--- config.mk ---
export PLATFORM = sky130hd
export DESIGN_NAME = pctd_ctrl
export DESIGN_NICKNAME = d
export VERILOG_FILES = /design/src/pctd_pkg.sv /design/src/pctd_ctrl.sv
export SDC_FILE = /design/constraint.sdc
export NUM_CORES = 1
export LEC_CHECK = 0
export BUFFER_PORTS_ARGS = -buffer_cell sky130_fd_sc_hd__buf_4
export CAP_MARGIN = 20
export CORE_AREA = 3 3 40 42
export CTS_CLUSTER_SIZE = 10
export DETAILED_ROUTE_END_ITERATION = 7
export DIE_AREA = 0 0 43 45
export PLACE_DENSITY_LB_ADDON = 0.2
export SLEW_MARGIN = 20
export SYNTH_ARGS = -nofsm -noshare
export SYNTH_HDL_FRONTEND = slang
export SYNTH_SLANG_ARGS = --single-unit
export TNS_END_PERCENT = 50
--- constraint.sdc ---
create_clock -name clk -period 3.95 [get_ports clk]
set_clock_uncertainty 0.15 [all_clocks]
set_input_delay 0.9875 -clock clk [delete_from_list [all_inputs] [get_ports clk]]
set_output_delay 0.9875 -clock clk [all_outputs]
set_load 0.1 [all_outputs]
--- src/pctd_pkg.sv ---
// Shared types, constants and fixed-point helpers for the column tridiagonal solver.
package pctd_pkg;

    localparam int LEVELS_DEF = 64;
    localparam int VW = 48;
    localparam int WW = 51;
    localparam int MW = 144;

    localparam logic [1:0] CFG_INV_DZ_SQ = 2'd0;
    localparam logic [1:0] CFG_RECIP_DT  = 2'd1;

    localparam logic [31:0]          Q_ONE   = 32'h0001_0000;
    localparam logic signed [VW-1:0] SAT_HI  = 48'sh7FFF_FFFF_FFFF;
    localparam logic [VW-1:0]        MAG_CAP = 48'h8000_0000_0000;
    localparam logic signed [WW-1:0] SAT_HI_W = 51'sh0_7FFF_FFFF_FFFF;
    localparam logic signed [WW-1:0] SAT_LO_W = 51'sh7_8000_0000_0000;

    typedef enum logic [3:0] {
        ST_IDLE,
        ST_MUL_DRE,
        ST_MUL_DIM,
        ST_MUL_DEN,
        ST_MUL_RRE,
        ST_MUL_RIM,
        ST_DIV_START,
        ST_DIV,
        ST_EMIT,
        ST_BACK_RD,
        ST_MUL_SRE,
        ST_MUL_SIM
    } ctrl_state_t;

    typedef enum logic [2:0] {
        OP_DRE,
        OP_DIM,
        OP_DEN,
        OP_RRE,
        OP_RIM,
        OP_SRE,
        OP_SIM
    } mul_op_t;

    typedef struct packed {
        logic    in_take;
        logic    mul_start;
        mul_op_t mul_op;
        logic    den_first;
        logic    div_start;
        logic    row_commit;
        logic    out_load;
        logic    back_read;
        logic    end_column;
    } pctd_cmd_t;

    typedef struct packed {
        logic mul_done;
        logic div_done;
        logic first;
        logic last;
        logic idx_zero;
        logic out_free;
    } pctd_stat_t;

    function automatic logic [VW-1:0] mag48(input logic signed [VW-1:0] v);
        logic [VW-1:0] m;
        m = v[VW-1] ? (~v + 1'b1) : v;
        return m;
    endfunction

    function automatic logic signed [VW-1:0] sign_cap(input logic [VW-1:0] mag,
                                                      input logic neg);
        logic signed [VW-1:0] r;
        if (neg)
            r = ~mag + 1'b1;
        else if (mag[VW-1])
            r = SAT_HI;
        else
            r = mag;
        return r;
    endfunction

    function automatic logic signed [VW-1:0] sat48(input logic signed [WW-1:0] v);
        logic signed [VW-1:0] r;
        if (v > SAT_HI_W)
            r = SAT_HI;
        else if (v < SAT_LO_W)
            r = ~SAT_HI;
        else
            r = v[VW-1:0];
        return r;
    endfunction

    function automatic logic signed [31:0] out32(input logic signed [VW-1:0] v);
        logic signed [31:0] r;
        if (v > 48'sh0000_7FFF_FFFF)
            r = 32'sh7FFF_FFFF;
        else if (v < 48'shFFFF_8000_0000)
            r = 32'sh8000_0000;
        else
            r = v[31:0];
        return r;
    endfunction

endpackage

--- src/pctd_ctrl.sv ---
// Sequencer for the forward sweep, back substitution and result hand-off.
module pctd_ctrl (
    input  logic                   clk,
    input  logic                   rst_n,
    input  logic                   in_valid,
    output logic                   in_stall,
    input  pctd_pkg::pctd_stat_t   stat,
    output pctd_pkg::pctd_cmd_t    cmd
);
    import pctd_pkg::*;

    ctrl_state_t state_reg;
    ctrl_state_t state_next;

    always_ff @(posedge clk or negedge rst_n)
    begin
        if (!rst_n)
            state_reg <= ST_IDLE;
        else
            state_reg <= state_next;
    end

    always_comb
    begin
        state_next = state_reg;
        cmd        = '0;
        cmd.mul_op = OP_DRE;
        in_stall   = (state_reg != ST_IDLE);
        case (state_reg)
            ST_IDLE:
            begin
                if (in_valid)
                begin
                    cmd.in_take   = 1'b1;
                    cmd.mul_start = 1'b1;
                    cmd.mul_op    = OP_DRE;
                    state_next    = ST_MUL_DRE;
                end
            end
            ST_MUL_DRE:
            begin
                if (stat.mul_done)
                begin
                    cmd.mul_start = 1'b1;
                    cmd.mul_op    = OP_DIM;
                    state_next    = ST_MUL_DIM;
                end
            end
            ST_MUL_DIM:
            begin
                if (stat.mul_done)
                begin
                    if (stat.first)
                    begin
                        cmd.den_first = 1'b1;
                        state_next    = ST_DIV_START;
                    end
                    else
                    begin
                        cmd.mul_start = 1'b1;
                        cmd.mul_op    = OP_DEN;
                        state_next    = ST_MUL_DEN;
                    end
                end
            end
            ST_MUL_DEN:
            begin
                if (stat.mul_done)
                begin
                    cmd.mul_start = 1'b1;
                    cmd.mul_op    = OP_RRE;
                    state_next    = ST_MUL_RRE;
                end
            end
            ST_MUL_RRE:
            begin
                if (stat.mul_done)
                begin
                    cmd.mul_start = 1'b1;
                    cmd.mul_op    = OP_RIM;
                    state_next    = ST_MUL_RIM;
                end
            end
            ST_MUL_RIM:
            begin
                if (stat.mul_done)
                    state_next = ST_DIV_START;
            end
            ST_DIV_START:
            begin
                cmd.div_start = 1'b1;
                state_next    = ST_DIV;
            end
            ST_DIV:
            begin
                if (stat.div_done)
                begin
                    cmd.row_commit = 1'b1;
                    state_next     = stat.last ? ST_EMIT : ST_IDLE;
                end
            end
            ST_EMIT:
            begin
                if (stat.out_free)
                begin
                    cmd.out_load = 1'b1;
                    if (stat.idx_zero)
                    begin
                        cmd.end_column = 1'b1;
                        state_next     = ST_IDLE;
                    end
                    else
                    begin
                        cmd.back_read = 1'b1;
                        state_next    = ST_BACK_RD;
                    end
                end
            end
            ST_BACK_RD:
            begin
                cmd.mul_start = 1'b1;
                cmd.mul_op    = OP_SRE;
                state_next    = ST_MUL_SRE;
            end
            ST_MUL_SRE:
            begin
                if (stat.mul_done)
                begin
                    cmd.mul_start = 1'b1;
                    cmd.mul_op    = OP_SIM;
                    state_next    = ST_MUL_SIM;
                end
            end
            ST_MUL_SIM:
            begin
                if (stat.mul_done)
                    state_next = ST_EMIT;
            end
            default:
            begin
                state_next = ST_IDLE;
            end
        endcase
    end

endmodule

Yosys cells after proc, flatten, opt, wreduce, memory -nomap -nowiden
Index checks and enable logic that the tools add are counted.
- output and inout port bits: 12
- flip-flop bits (word level): 4
- logic and storage cells: 57
- equality and inequality tests: 21
- reduce and logical (&&, ||, !) cells: 3
- mux-type cells: 32
- operators with widths (kind ; number):
    $mux W4 ; 17
    $pmux W4 S12 ; 1
    $pmux W4 S7 ; 1
    $ne A2 B2 Y1 const B ; 10
    $eq A4 B3 Y1 const B ; 4
    $eq A4 B4 Y1 const B ; 4
    $mux W5 ; 2
    $reduce_and A10 Y1 ; 1
    $mux W3 ; 3
    $eq A4 B2 Y1 const B ; 2
    $mux W1 ; 8
    $eq A4 B1 Y1 const B ; 1
    $logic_not A4 Y1 ; 1
    $reduce_bool A4 Y1 ; 1

Logic depth before layout (Yosys ltp)
- word-level depth: 3
- gate-level depth with buffers: 5
- mapped depth without buffers: 4

Worst setup path after synthesis
OpenSTA, ideal clock, no wires.
- path type: input to output
- start: in stat[5] (netlist bit)
- end: out cmd[9] (netlist bit)
- arrival: 3.762 ns
- buffers on the path: 1
- stages on the path: 5
- slack: -0.949 ns
- cell sequence: buf_2 nor2b_1 a22oi_1 o21ai_1 a311o_1
- RTL lines (what ; line ; source):
    from (decl) ; pctd_ctrl.sv:7 ; input pctd_pkg::pctd_stat_t stat,
    to (decl) ; pctd_ctrl.sv:8 ; output pctd_pkg::pctd_cmd_t cmd

==> summary.txt <==
Final setup fails - 0
Post-route cell area - 646 um^2
I/O pin count - 21
Crit-path leading delay family - compound AO/OA/AOI/OAI gates
Clock root buffer - clkbuf_4
Worst setup SP type - primary input
Most common cell after layout, fill and taps aside - buf_4
Largest family of logic cells by synthesized area - simple AND/OR/NAND/NOR gates
Total nets after synthesis - 72
Clock Pin Slew Worst Setup and Hold Paths - 0.04 ns
Crit path required time - 2.81 ns
Post-Syn Area - 480 um^2
Total setup buffers inserted after CTS - 0
Synth unique cells - 31
Crit Path Category - primary input to output port
Most frequent cells in the layout - buf_4 (20), nor2b_1 (5), nor2_1 (5), nand2_1 (5), dfrtp_1 (4)
Normalized max-slew margin - 61.3%
Core box area - 0.00128 mm^2
Arrival @ worst endpoint - 2.12 ns
Adder-Cell Fraction of Synth Area - 0%
Number of buffers added on ports - 20
Cell Rows - 13
Die area - 0.00194 mm^2
Worst r2r path cells - 4
FF-to-FF Start - state_reg[0]
Post-synthesis compound-gate area fraction - 26.8%
Worst path bufs/invs - 2
TNS Setup - 0 ns
Routed WL per cell - 13.2 um
Max Slew Vio Count - 0
# DRC - 0
R2r endpoint - state_reg[3]
Slowest-stage cell, CP - a311o_1
Fmax - 0.307 GHz
Initial Util - 37.4%
Seq/Total Area, Yosys - 20.8%
Global-route wire length before repair - 2150 um
DRT antenna net count - 0
CP peak stage delay - 0.32 ns
Vias in the first global route - 499
Synthesis-to-finish area growth - 34.4%
Max Cap Viol - 0
Slew @ Worst Pin - 0.580 ns
Most used cell, CP - buf_4
Clock Path Buffers - 2
CTS Hold Bufs - 0
Die X - 43 um
Largest net degree at the start of global routing - 22
Dpl hpwl - 901 um
CTS tree - yes
RSZ-0062 raised after global routing - false
Worst-path fanout max - 9
Antenna diodes - 0
CTS Buf Count - 3
Final worst-path cycle share - 82.4%
Vias/cell - 5.71
Total GRT Usage - 14.4%
Share of layout cells above drive strength 1 - 31.6%
Final Core Density - 50.2%
Synth Area in XOR/XNOR - 0%
Skew-Pair Late Insertion Delay - 0.23 ns
Max reg flops - 4
Initial antenna violation count - 0
Post-synthesis register bit count - 4
Synth Area per Inst - 7.63 um^2
Worst hold path type - primary input to async pin
Drt first pass iters - 4
Post-CTS Resized - 0
Worst path cell trace - buf_4 -> nor2b_1 -> a22oi_1 -> o21ai_2 -> a311o_1 -> buf_4
Multiplexer share of the synthesized area - 10.9%
Status - finished clean
Congestion Overflow GR - 0
Final GP Congestion - 0.830
R2r setup slk - 2.03 ns
Total Routed Length - 1240 um
Vias - 537
DRT iter0 DRCs - 16
Ys Warns - 0
Min Hold Slack - 0.391 ns
Crit end category - output port
Final-stage net count - 90
Post-Syn Instances - 63
Sink Count - 4
CTS HTree Levels - 1
Minimum clock period - 3.26 ns
Final hold viol count - 0
DIE HEIGHT - 45 um
Simple-Gate Fraction of Synth Area - 32.6%
Cell Area, Placed - 623 um^2
## final cells by class
cell class	instances	area (um^2)
Sequential cell	4	100
Inverter	2	7.51
Multi-Input combinational cell	50	347
Fill cell	128	639
Timing Repair Buffer	20	150
Clock buffer	3	22.5
Tap cell	15	18.8
## per-stage QoR
step / instances / setup WS [ns]
after global placement: 91 / 0.727
after floorplan: 63 / -0.387
after detailed placement: 91 / 0.699
after CTS: 94 / 0.698
after global routing: 94 / 0.633
final: 94 / 0.694
## cell usage after synthesis (all sizes together)
cell type  instances  area share [%]
o32ai              1             1.8
a21o               1             1.6
a31oi              2             2.6
o21ai              4             4.2
a221oi             2             3.6
mux2i              3             6.3
inv                2             1.6
nor4               2             2.6
nor3b              2             3.1
buf                5             5.7
o22a               1             1.8
and2               2             2.6
nor3               1             1.0
a311o              1             2.1
clkbuf             2             1.6
mux2               2             4.7
a22oi              1             1.6
and3               3             3.9
nor2               5             3.9
a221o              1             2.1
a21oi              1             1.0
nand2              5             3.9
and4               1             1.8
dfrtp              4              21
and3b              1             1.8
o2111a             1             2.3
o211a              1             2.1
nand2b             1             1.3
nor2b              5             6.5
## kinds of logic after synthesis
logic type / count (synthesis)
mux: 5
simple gates: 28
buf+inv: 9
compound gates: 17
flops: 4
## worst max-delay path by stage
| stage | startpoint | to | slack [ns] | depth (start not counted) |
|---|---|---|---|---|
| final | stat[5] | cmd[9] | 0.69 | 6 |
| after global routing | stat[5] | cmd[9] | 0.63 | 6 |
| after CTS | stat[5] | cmd[9] | 0.70 | 6 |
| after detailed placement | stat[5] | cmd[9] | 0.70 | 6 |
| after global placement | stat[5] | cmd[9] | 0.73 | 6 |
| after floorplan | stat[5] | cmd[9] | -0.39 | 5 |
## worst reg2reg max path: cells and delay by family (launching register included)
family	cells	cell delay, ns
AOI/OAI and AO/OA	2	0.51
muxes	1	0.33
DFF	1	0.70
and+or+nand+nor	1	0.10
## metal layers
| metal | part of all wire (%) | global-route usage (%) | up-vias | wire, um |
|---|---|---|---|---|
| li1 | - | - | 271 | - |
| met1 | 46 | 18.4 | 246 | 566 |
| met2 | 46 | 23.1 | 18 | 573 |
| met3 | 6.9 | 4.38 | 2 | 85 |
| met4 | 0.97 | 5.42 | 0 | 12 |
| met5 | 0 | 0 | - | 0 |
Power is left out: the tool's default activity adds up to more than one toggle a clock period on the data nets, which glitch-free logic cannot reach.
